### src/rtl/sfr_pkg.sv
// ---------------------------------------------------------------------------
// sfr_pkg
// Shared types and constants of the stream find-and-replace block.
// ---------------------------------------------------------------------------
package sfr_pkg;

   localparam int PATTERN_MAX_DEF     = 8;
   localparam int REPLACEMENT_MAX_DEF = 8;
   localparam int WIN_DEPTH           = 8;
   localparam int WIN_IDX_W           = $clog2(WIN_DEPTH);
   localparam int QUEUE_DEPTH         = 4;

   localparam int CSR_INDEX_W = 3;
   localparam int CSR_DATA_W  = 64;
   localparam int LEN_W       = 4;
   localparam int COUNT_W     = 16;

   // register indexes of the configuration port
   localparam logic [CSR_INDEX_W-1:0] CSR_PATTERN_BYTES      = 3'd0;
   localparam logic [CSR_INDEX_W-1:0] CSR_PATTERN_LENGTH     = 3'd1;
   localparam logic [CSR_INDEX_W-1:0] CSR_REPLACEMENT_BYTES  = 3'd2;
   localparam logic [CSR_INDEX_W-1:0] CSR_REPLACEMENT_LENGTH = 3'd3;
   localparam logic [CSR_INDEX_W-1:0] CSR_REPLACE_LIMIT      = 3'd4;
   localparam logic [CSR_INDEX_W-1:0] CSR_LIMIT_ENABLED      = 3'd5;

   // input command codes
   localparam logic CMD_BYTE  = 1'b0;
   localparam logic CMD_FLUSH = 1'b1;

   typedef struct packed {
      logic       cmd;
      logic [7:0] in_byte;
   } sfr_req_type;

   typedef struct packed {
      logic [7:0]         out_byte;
      logic               byte_valid;
      logic               run_last;
      logic               stream_done;
      logic [COUNT_W-1:0] replacements_made;
   } sfr_rsp_type;

   // one queued action: a run of bytes, optionally followed by a done item
   typedef struct packed {
      logic [8*WIN_DEPTH-1:0] data;
      logic [LEN_W-1:0]       nbytes;
      logic                   has_done;
      logic [COUNT_W-1:0]     count;
   } sfr_act_type;

endpackage

### src/rtl/sfr_front.sv
// ---------------------------------------------------------------------------
// sfr_front
// Configuration registers, pending window and match decision; turns each
// accepted item into at most one queued action.
// ---------------------------------------------------------------------------
module sfr_front #(
   parameter int PATTERN_MAX     = sfr_pkg::PATTERN_MAX_DEF,
   parameter int REPLACEMENT_MAX = sfr_pkg::REPLACEMENT_MAX_DEF
) (
   input  logic                                clock,
   input  logic                                reset,
   input  logic                                req_push,
   output logic                                req_full,
   input  sfr_pkg::sfr_req_type                req_data,
   input  logic                                csr_valid,
   output logic                                csr_ready,
   input  logic [sfr_pkg::CSR_INDEX_W-1:0]     csr_index,
   input  logic [sfr_pkg::CSR_DATA_W-1:0]      csr_wdata,
   output logic                                q_push,
   input  logic                                q_full,
   output sfr_pkg::sfr_act_type                q_act
);
   import sfr_pkg::*;

   logic [8*PATTERN_MAX-1:0]     pat_bytes_ff;
   logic [LEN_W-1:0]             pat_len_ff;
   logic [8*REPLACEMENT_MAX-1:0] rep_bytes_ff;
   logic [LEN_W-1:0]             rep_len_ff;
   logic [COUNT_W-1:0]           limit_ff;
   logic                         limit_en_ff;

   logic [7:0]         win_ff [WIN_DEPTH];
   logic [7:0]         win_in [WIN_DEPTH];
   logic [LEN_W-1:0]   fill_ff, fill_in;
   logic [COUNT_W-1:0] count_ff, count_in;

   logic [7:0]             aw [WIN_DEPTH];
   logic [LEN_W-1:0]       fill_a;
   logic [LEN_W-1:0]       plen, rlen, drop;
   logic                   allowed, hit, match, ready_cmp;
   logic                   accept;
   logic [8*WIN_DEPTH-1:0] rep_ext, win_pack;

   assign csr_ready = 1'b1;
   assign req_full  = q_full;
   assign accept    = req_push && !q_full;

   assign plen = (pat_len_ff > LEN_W'(PATTERN_MAX)) ? LEN_W'(PATTERN_MAX) : pat_len_ff;
   assign rlen = (rep_len_ff > LEN_W'(REPLACEMENT_MAX)) ? LEN_W'(REPLACEMENT_MAX)
                                                        : rep_len_ff;
   assign allowed = !limit_en_ff || (count_ff < limit_ff);
   assign fill_a  = fill_ff + LEN_W'(1);

   always_comb begin
      for (int i = 0; i < WIN_DEPTH; i++) begin
         aw[i] = (fill_ff == LEN_W'(i)) ? req_data.in_byte : win_ff[i];
         win_pack[8*i +: 8] = win_ff[i];
      end
      rep_ext = '0;
      rep_ext[8*REPLACEMENT_MAX-1:0] = rep_bytes_ff;
   end

   // parallel compare of the leading pattern bytes
   always_comb begin
      hit = 1'b1;
      for (int i = 0; i < PATTERN_MAX; i++) begin
         if (LEN_W'(i) < plen && aw[i] != pat_bytes_ff[8*i +: 8]) begin
            hit = 1'b0;
         end
      end
   end

   assign ready_cmp = (fill_a >= plen);
   assign match     = ready_cmp && (plen != '0) && allowed && hit;
   assign drop      = !ready_cmp ? '0 : (match ? plen : LEN_W'(1));

   always_comb begin
      logic [LEN_W:0] idx;
      idx = '0;
      for (int i = 0; i < WIN_DEPTH; i++) begin
         idx = (LEN_W+1)'(i) + {1'b0, drop};
         if (idx < (LEN_W+1)'(WIN_DEPTH)) begin
            win_in[i] = aw[idx[WIN_IDX_W-1:0]];
         end else begin
            win_in[i] = 8'h00;
         end
      end
   end

   always_comb begin
      fill_in  = fill_ff;
      count_in = count_ff;
      q_push   = 1'b0;
      q_act    = '0;
      if (accept) begin
         if (req_data.cmd == CMD_FLUSH) begin
            fill_in        = '0;
            count_in       = '0;
            q_push         = 1'b1;
            q_act.data     = win_pack;
            q_act.nbytes   = fill_ff;
            q_act.has_done = 1'b1;
            q_act.count    = count_ff;
         end else begin
            fill_in = fill_a - drop;
            if (match) begin
               if (count_ff != '1) begin
                  count_in = count_ff + COUNT_W'(1);
               end
               // a zero-length replacement yields no result at all
               q_push       = (rlen != '0);
               q_act.data   = rep_ext;
               q_act.nbytes = rlen;
            end else if (ready_cmp) begin
               q_push          = 1'b1;
               q_act.data[7:0] = aw[0];
               q_act.nbytes    = LEN_W'(1);
            end
         end
      end
   end

   always_ff @(posedge clock) begin
      if (reset) begin
         fill_ff      <= '0;
         count_ff     <= '0;
         pat_bytes_ff <= '0;
         pat_len_ff   <= '0;
         rep_bytes_ff <= '0;
         rep_len_ff   <= '0;
         limit_ff     <= '0;
         limit_en_ff  <= 1'b0;
      end else begin
         fill_ff  <= fill_in;
         count_ff <= count_in;
         if (csr_valid) begin
            case (csr_index)
               CSR_PATTERN_BYTES:      pat_bytes_ff <= csr_wdata[8*PATTERN_MAX-1:0];
               CSR_PATTERN_LENGTH:     pat_len_ff   <= csr_wdata[LEN_W-1:0];
               CSR_REPLACEMENT_BYTES:  rep_bytes_ff <= csr_wdata[8*REPLACEMENT_MAX-1:0];
               CSR_REPLACEMENT_LENGTH: rep_len_ff   <= csr_wdata[LEN_W-1:0];
               CSR_REPLACE_LIMIT:      limit_ff     <= csr_wdata[COUNT_W-1:0];
               CSR_LIMIT_ENABLED:      limit_en_ff  <= csr_wdata[0];
               default: ;
            endcase
         end
      end
   end

   always_ff @(posedge clock) begin
      if (accept && req_data.cmd == CMD_BYTE) begin
         win_ff <= win_in;
      end
   end

endmodule

### src/rtl/sfr_queue.sv
// ---------------------------------------------------------------------------
// sfr_queue
// Short action queue between the front and the back part.
// ---------------------------------------------------------------------------
module sfr_queue #(
   parameter int DEPTH = sfr_pkg::QUEUE_DEPTH
) (
   input  logic                 clock,
   input  logic                 reset,
   input  logic                 push,
   input  sfr_pkg::sfr_act_type push_act,
   output logic                 full,
   input  logic                 pop,
   output sfr_pkg::sfr_act_type head_act,
   output logic                 empty
);
   import sfr_pkg::*;

   localparam int PTR_W = (DEPTH > 1) ? $clog2(DEPTH) : 1;
   localparam int CNT_W = $clog2(DEPTH + 1);

   sfr_act_type      mem_ff [DEPTH];
   logic [PTR_W-1:0] wr_ptr_ff, wr_ptr_in, rd_ptr_ff, rd_ptr_in;
   logic [CNT_W-1:0] cnt_ff, cnt_in;
   logic             do_push, do_pop;

   assign full     = (cnt_ff == CNT_W'(DEPTH));
   assign empty    = (cnt_ff == '0);
   assign do_push  = push && !full;
   assign do_pop   = pop && !empty;
   assign head_act = mem_ff[rd_ptr_ff];

   always_comb begin
      wr_ptr_in = wr_ptr_ff;
      rd_ptr_in = rd_ptr_ff;
      cnt_in    = cnt_ff;
      if (do_push) begin
         wr_ptr_in = (wr_ptr_ff == PTR_W'(DEPTH - 1)) ? '0 : wr_ptr_ff + PTR_W'(1);
      end
      if (do_pop) begin
         rd_ptr_in = (rd_ptr_ff == PTR_W'(DEPTH - 1)) ? '0 : rd_ptr_ff + PTR_W'(1);
      end
      if (do_push && !do_pop) begin
         cnt_in = cnt_ff + CNT_W'(1);
      end else if (do_pop && !do_push) begin
         cnt_in = cnt_ff - CNT_W'(1);
      end
   end

   always_ff @(posedge clock) begin
      if (reset) begin
         wr_ptr_ff <= '0;
         rd_ptr_ff <= '0;
         cnt_ff    <= '0;
      end else begin
         wr_ptr_ff <= wr_ptr_in;
         rd_ptr_ff <= rd_ptr_in;
         cnt_ff    <= cnt_in;
      end
   end

   always_ff @(posedge clock) begin
      if (do_push) begin
         mem_ff[wr_ptr_ff] <= push_act;
      end
   end

endmodule

### src/rtl/sfr_back.sv
// ---------------------------------------------------------------------------
// sfr_back
// Expands queued actions into result items, one per cycle while the result
// stage is empty or being popped, into a registered result stage.
// ---------------------------------------------------------------------------
module sfr_back (
   input  logic                 clock,
   input  logic                 reset,
   input  sfr_pkg::sfr_act_type head_act,
   input  logic                 q_empty,
   output logic                 q_pop,
   output logic                 rsp_empty,
   input  logic                 rsp_pop,
   output sfr_pkg::sfr_rsp_type rsp_data
);
   import sfr_pkg::*;

   logic [LEN_W-1:0] pos_ff, pos_in;
   logic             out_valid_ff, out_valid_in;
   sfr_rsp_type      out_ff, out_in;
   logic             in_bytes, last, advance;

   assign in_bytes = (pos_ff < head_act.nbytes);
   assign last     = in_bytes ? ((pos_ff == head_act.nbytes - LEN_W'(1)) && !head_act.has_done)
                              : 1'b1;
   assign advance  = !q_empty && (!out_valid_ff || rsp_pop);
   assign q_pop    = advance && last;

   assign rsp_empty = !out_valid_ff;
   assign rsp_data  = out_ff;

   always_comb begin
      out_in       = out_ff;
      out_valid_in = out_valid_ff;
      pos_in       = pos_ff;
      if (advance) begin
         out_valid_in = 1'b1;
         out_in       = '0;
         out_in.run_last = last;
         if (in_bytes) begin
            out_in.out_byte   = head_act.data[{pos_ff[WIN_IDX_W-1:0], 3'b000} +: 8];
            out_in.byte_valid = 1'b1;
         end else begin
            out_in.stream_done       = 1'b1;
            out_in.replacements_made = head_act.count;
         end
         pos_in = last ? '0 : pos_ff + LEN_W'(1);
      end else if (rsp_pop) begin
         out_valid_in = 1'b0;
      end
   end

   always_ff @(posedge clock) begin
      if (reset) begin
         pos_ff       <= '0;
         out_valid_ff <= 1'b0;
      end else begin
         pos_ff       <= pos_in;
         out_valid_ff <= out_valid_in;
      end
   end

   always_ff @(posedge clock) begin
      out_ff <= out_in;
   end

endmodule

### src/rtl/stream_find_and_replace.sv
// An accepted item's results pass through the action queue, then the registered result stage.
// Throughput: one item accepted per cycle while the action queue has room; the back
// part emits one result per cycle while the result register is empty or being popped.
// Reset (synchronous) empties the window, counter, action queue and result register
// and clears all configuration registers to zero; no clearing pass is needed.
// ---------------------------------------------------------------------------
// stream_find_and_replace
// Byte stream find-and-replace with optional replacement limit; front part
// decides per item, back part serializes the resulting bytes and done items.
// ---------------------------------------------------------------------------
module stream_find_and_replace #(
   parameter int PATTERN_MAX     = sfr_pkg::PATTERN_MAX_DEF,
   parameter int REPLACEMENT_MAX = sfr_pkg::REPLACEMENT_MAX_DEF
) (
   input  logic                            clock,
   input  logic                            reset,
   input  logic                            req_push,
   output logic                            req_full,
   input  sfr_pkg::sfr_req_type            req_data,
   output logic                            rsp_empty,
   input  logic                            rsp_pop,
   output sfr_pkg::sfr_rsp_type            rsp_data,
   input  logic                            csr_valid,
   output logic                            csr_ready,
   input  logic [sfr_pkg::CSR_INDEX_W-1:0] csr_index,
   input  logic [sfr_pkg::CSR_DATA_W-1:0]  csr_wdata
);
   import sfr_pkg::*;

   logic        q_push, q_full, q_pop, q_empty;
   sfr_act_type q_act, head_act;

   sfr_front #(
      .PATTERN_MAX     (PATTERN_MAX),
      .REPLACEMENT_MAX (REPLACEMENT_MAX)
   ) u_front (
      .clock     (clock),
      .reset     (reset),
      .req_push  (req_push),
      .req_full  (req_full),
      .req_data  (req_data),
      .csr_valid (csr_valid),
      .csr_ready (csr_ready),
      .csr_index (csr_index),
      .csr_wdata (csr_wdata),
      .q_push    (q_push),
      .q_full    (q_full),
      .q_act     (q_act)
   );

   sfr_queue #(
      .DEPTH (QUEUE_DEPTH)
   ) u_queue (
      .clock    (clock),
      .reset    (reset),
      .push     (q_push),
      .push_act (q_act),
      .full     (q_full),
      .pop      (q_pop),
      .head_act (head_act),
      .empty    (q_empty)
   );

   sfr_back u_back (
      .clock     (clock),
      .reset     (reset),
      .head_act  (head_act),
      .q_empty   (q_empty),
      .q_pop     (q_pop),
      .rsp_empty (rsp_empty),
      .rsp_pop   (rsp_pop),
      .rsp_data  (rsp_data)
   );

endmodule

### config.mk
export PLATFORM = sky130hd
export DESIGN_NAME = stream_find_and_replace
export DESIGN_NICKNAME = d
export VERILOG_FILES = /design/src/rtl/sfr_pkg.sv /design/src/rtl/sfr_front.sv /design/src/rtl/sfr_queue.sv /design/src/rtl/sfr_back.sv /design/src/rtl/stream_find_and_replace.sv
export SDC_FILE = /design/constraint.sdc
export NUM_CORES = 1
export LEC_CHECK = 0
export CAP_MARGIN = 20
export CORE_ASPECT_RATIO = 1.75
export CORE_UTILIZATION = 55
export CTS_BUF_LIST = sky130_fd_sc_hd__clkbuf_16
export DETAILED_ROUTE_END_ITERATION = 16
export DONT_BUFFER_PORTS = 1
export GPL_TIMING_DRIVEN = 1
export MAX_ROUTING_LAYER = met4
export PLACE_DENSITY = 0.78
export SETUP_SLACK_MARGIN = 0.02
export SYNTH_ARGS = -nofsm -noshare
export SYNTH_HDL_FRONTEND = slang
export SYNTH_HIERARCHICAL = 1
export SYNTH_SLANG_ARGS = --single-unit
### constraint.sdc
create_clock -name clock -period 13 [get_ports clock]
set_clock_uncertainty 0.1 [all_clocks]
set_input_delay 0 -clock clock [delete_from_list [all_inputs] [get_ports clock]]
set_output_delay 0 -clock clock [all_outputs]
set_load 0.1 [all_outputs]
==> results by group <==
Synthesis
  – Sequential fraction of the synthesis area: 0.5761
  – Syn_area_per_cell: between 10 and 15 µm²
  – Main flop type after synthesis: edfxtp_1
  – Library cells used by synthesis: 75
  – Compound-Gate Fraction of Synth Area: 0.09215
  – Main combinational cell family by area after synthesis: multiplexers
  – Asr flop ratio synth: 0
  – #FFs+latches synth: just over 600
  – Post-synthesis mux area share: 0.1580
  – Syn nets: approximately 2400
  – Post-Synth XOR/XNOR Area: 0.01776
  – Simple-Gate Fraction of Synth Area: 0.09859
  – Synth warnings: 6
  – Synth Area in Adders: 0.02169
  – Mapped Cells: between 2000 and 2500
  – Synth Cell Area: 28960 µm²
  – EDFF count, synth: between 400 and 500

Clocking
  – Worst-path clk slew: 70 ps
  – Clk root buf: clkbuf_16
  – Post-CTS setup buffer count: 0
  – Clk sinks: 618
  – H-Tree Level Count: 2
  – CTS tree: built
  – Clk_lat worst skew: between 600 and 700 ps
  – Buffers from clock root to sink, at most: 3
  – CTS Buf Count: between 50 and 60

Timing
  – Part of the cycle the worst path needs: 0.5108
  – Rel. slew slack: 0.2645
  – Setup TNS: 0 ps
  – Max frequency: 150.6 MHz
  – Final min period: approximately 6600 ps
  – Final setup fails: 0
  – Final number of hold-violating endpoints: 0
  – Worst-Margin Slew: ~1100 ps
  – RSZ-0062 raised after global routing: no
  – Pins over their slew limit: 0
  – Final worst slack: 6359 ps

Die
  – Chip width: roughly 180 µm
  – Die height: ~310 µm
  – Die area: 53620 µm²
  – Core area: slightly above 50000 µm²
  – Row cnt: 110
  – Boundary pin count: about 110
  – Starting density of the core: 0.5596

Worst setup path
  – Data arrival, critical path: approximately 6800 ps
  – RR Endpoint: u_queue/mem_ff[0][60]
  – CP delay by family, top: compound AO/OA/AOI/OAI gates
  – Reg-to-Reg Start: u_front/fill_ff[2]
  – Reg2reg setup slack: around 6400 ps
  – Critical Path Most Common Cell: a31oi_1
  – Maximum fanout along the worst path: 61
  – Crit path max-delay cell type: and3b_1
  – Critical Path End Type: register
  – R2R depth: 12
  – Buf+Inv Stages, Crit Path: 1
  – Cells along the critical path: and3b_1 -> mux2i_1 -> a221oi_1 -> a31oi_1 -> nor4_1 -> a31oi_1 -> nor2_1 -> nand2_1 -> o21ai_0 -> a21oi_1 -> and3_4 -> buf_4
  – Crit Path Class: register to register
  – Max incr delay on CP: between 800 and 900 ps
  – WP data required: ~13000 ps
  – CP Launch Type: register

Detailed routing
  – Final WL: slightly below 90000 µm
  – DRC violations left: 0
  – Pre-Repair DR Iteration Count: 5
  – Average via count per standard cell: ~6.5
  – Initial DRC count: ~2000
  – Average wire per standard cell: 28.81 µm
  – Routed via count: roughly 20000
  – Final ANT Viol Nets: 0

Global routing
  – Gr usage total: 0.3448
  – Largest net degree at the start of global routing: about 180
  – Initial antenna violation count: 7
  – Met2 Resource Use GR: 0.5719
  – Grt met3 use: 0.04291
  – GRT Residual Overflow: 0
  – Busiest grt layer: met2
  – First-pass GRT wire length: 129700 µm
  – Number of global-route vias before repair: a little over 20000
  – Met1 layer usage reported by global route: 0.3753

Placed design
  – RD Place Congestion: around 1.1
  – DP HPWL: approximately 61000 µm
  – Setup Slack @ Placement: 6502 ps
  – Input/output buffers: 0

Cells and area
  – Most common cell after layout, fill and taps aside: edfxtp_1
  – Filler instances: between 3000 and 4000
  – Finished Core Util: 0.6294
  – Commonest non-fill, non-tap cells in the layout: 431 x edfxtp_1, 326 x nand2_1, 230 x mux2i_1, 184 x dfxtp_1, 183 x a21oi_1
  – Share of cells above drive strength 1: 0.09975
  – Layout overhead on the synthesized area: 12.46%
  – Multi-input logic area: about 11000 µm²
  – FF+latch area: around 17000 µm²
  – Nets: between 2000 and 3000

Job
  – Maxcap violations: 0

Hold path
  – Hold Path Origin: csr_wdata[27]
  – Hold/Removal Path Class: input pin to register
  – Hold depth: 3
  – Worst hold endpoint: u_front/pat_bytes_ff[27]

Status
  – Status: finished, final reports clean

Power and ir drop
  – Static Leak: roughly 11 nW
  – Worst IR Drop VDD: around 130 µV
  – Pwr Density: 183.1 nW/µm²
  – Total power: a little under 6 mW
-- flip-flops by register name, summed over array words and instances (netlist names), named ones only --
register	count
u_front/pat_bytes_ff	64
u_front/limit_en_ff	1
u_front/pat_len_ff	4
u_front/rep_bytes_ff	64
u_queue/mem_ff	340
u_back/rsp_data	27
u_queue/wr_ptr_ff	2
u_front/rep_len_ff	4
u_queue/cnt_ff	3
u_front/limit_ff	16
u_front/fill_ff	4
u_queue/rd_ptr_ff	2
u_front/count_ff	16
u_back/out_valid_ff	1
u_front/win_ff	64
u_back/pos_ff	4
-- synth_stat cells (29+ instances only) --
cell,instances,area share
o22ai_1,61,0.013
nor2_1,76,0.0098
a21oi_1,183,0.032
ha_1,47,0.020
and2_1,32,0.0069
a22o_1,61,0.018
edfxtp_1,431,0.45
clkbuf_1,91,0.012
mux4_2,101,0.079
nor3_1,41,0.0071
nand2_1,326,0.042
inv_1,64,0.0083
xnor2_1,35,0.011
nor2b_1,29,0.0063
mux2i_1,230,0.079
buf_2,33,0.0057
dfxtp_1,187,0.13
-- worst min-delay path: stages --
cell	delay, ps
dlygate4sd3_1	560
nand2_1	70
a21oi_1	50
-- worst max-delay path by stage --
stage	from	to	slack, ps	depth (start not counted)
after global routing	u_front/fill_ff[0]	u_queue/cnt_ff[2]	6080	20
after floorplan	u_front/fill_ff[0]	u_queue/mem_ff[3][0]	7320	15
after detailed placement	u_front/fill_ff[0]	u_front/win_ff[14]	6500	12
after global placement	u_front/fill_ff[0]	u_front/win_ff[10]	6650	15
final	u_front/fill_ff[2]	u_queue/mem_ff[0][60]	6360	12
after CTS	u_front/fill_ff[0]	u_front/win_ff[14]	6460	12
-- layer usage --
metal,up-vias,part of all wire
li1,8752,-
met5,-,0
met1,9941,0.35
met3,350,0.064
met2,1080,0.50
met4,0,0.093
-- layout make-up --
class | count | area share
inverter | 68 | 0.007837
clock inverter | 47 | 0.01560
antenna | 6 | 0.0004610
tap | 672 | 0.02582
sequential | 618 | 0.5126
clock buffer | 55 | 0.04226
timing repair buffer | 161 | 0.04806
multi-input combinational | 1467 | 0.3474
-- stage by stage --
stage	std cells	hold slack [ps]	instance area, µm²
finish	3094	18.64	32570
global route	3094	17.94	32570
CTS	3087	1.090	32540
detailed placement	2851	-20.17	29300
global placement	2851	-20.64	29300
floorplan	2305	-30.93	28960
-- logic make-up (layout without fill, tap and decap cells) --
kind of cell / count (synthesis) / count (layout)
fa+ha+maj: 49 / 49
compound gates: 410 / 410
flops: 618 / 618
buf+inv: 220 / 331
other cells: 1 / 7
xor+xnor: 57 / 57
mux: 331 / 331
simple gates: 619 / 619
-- where the power goes --
group	switching [mW]	total, mW	internal, mW
clock	0.741	1.72	0.976
combinational	0.808	1.31	0.504
sequential	0.476	2.94	2.46
-- timing repair --
action | 4_1_cts | 5_1_grt
gates resized for setup | 0 | 0
endpoints found under the hold margin | 244 | 0
hold buffers | 134 | 0
Power figures use the tool's default switching activity.
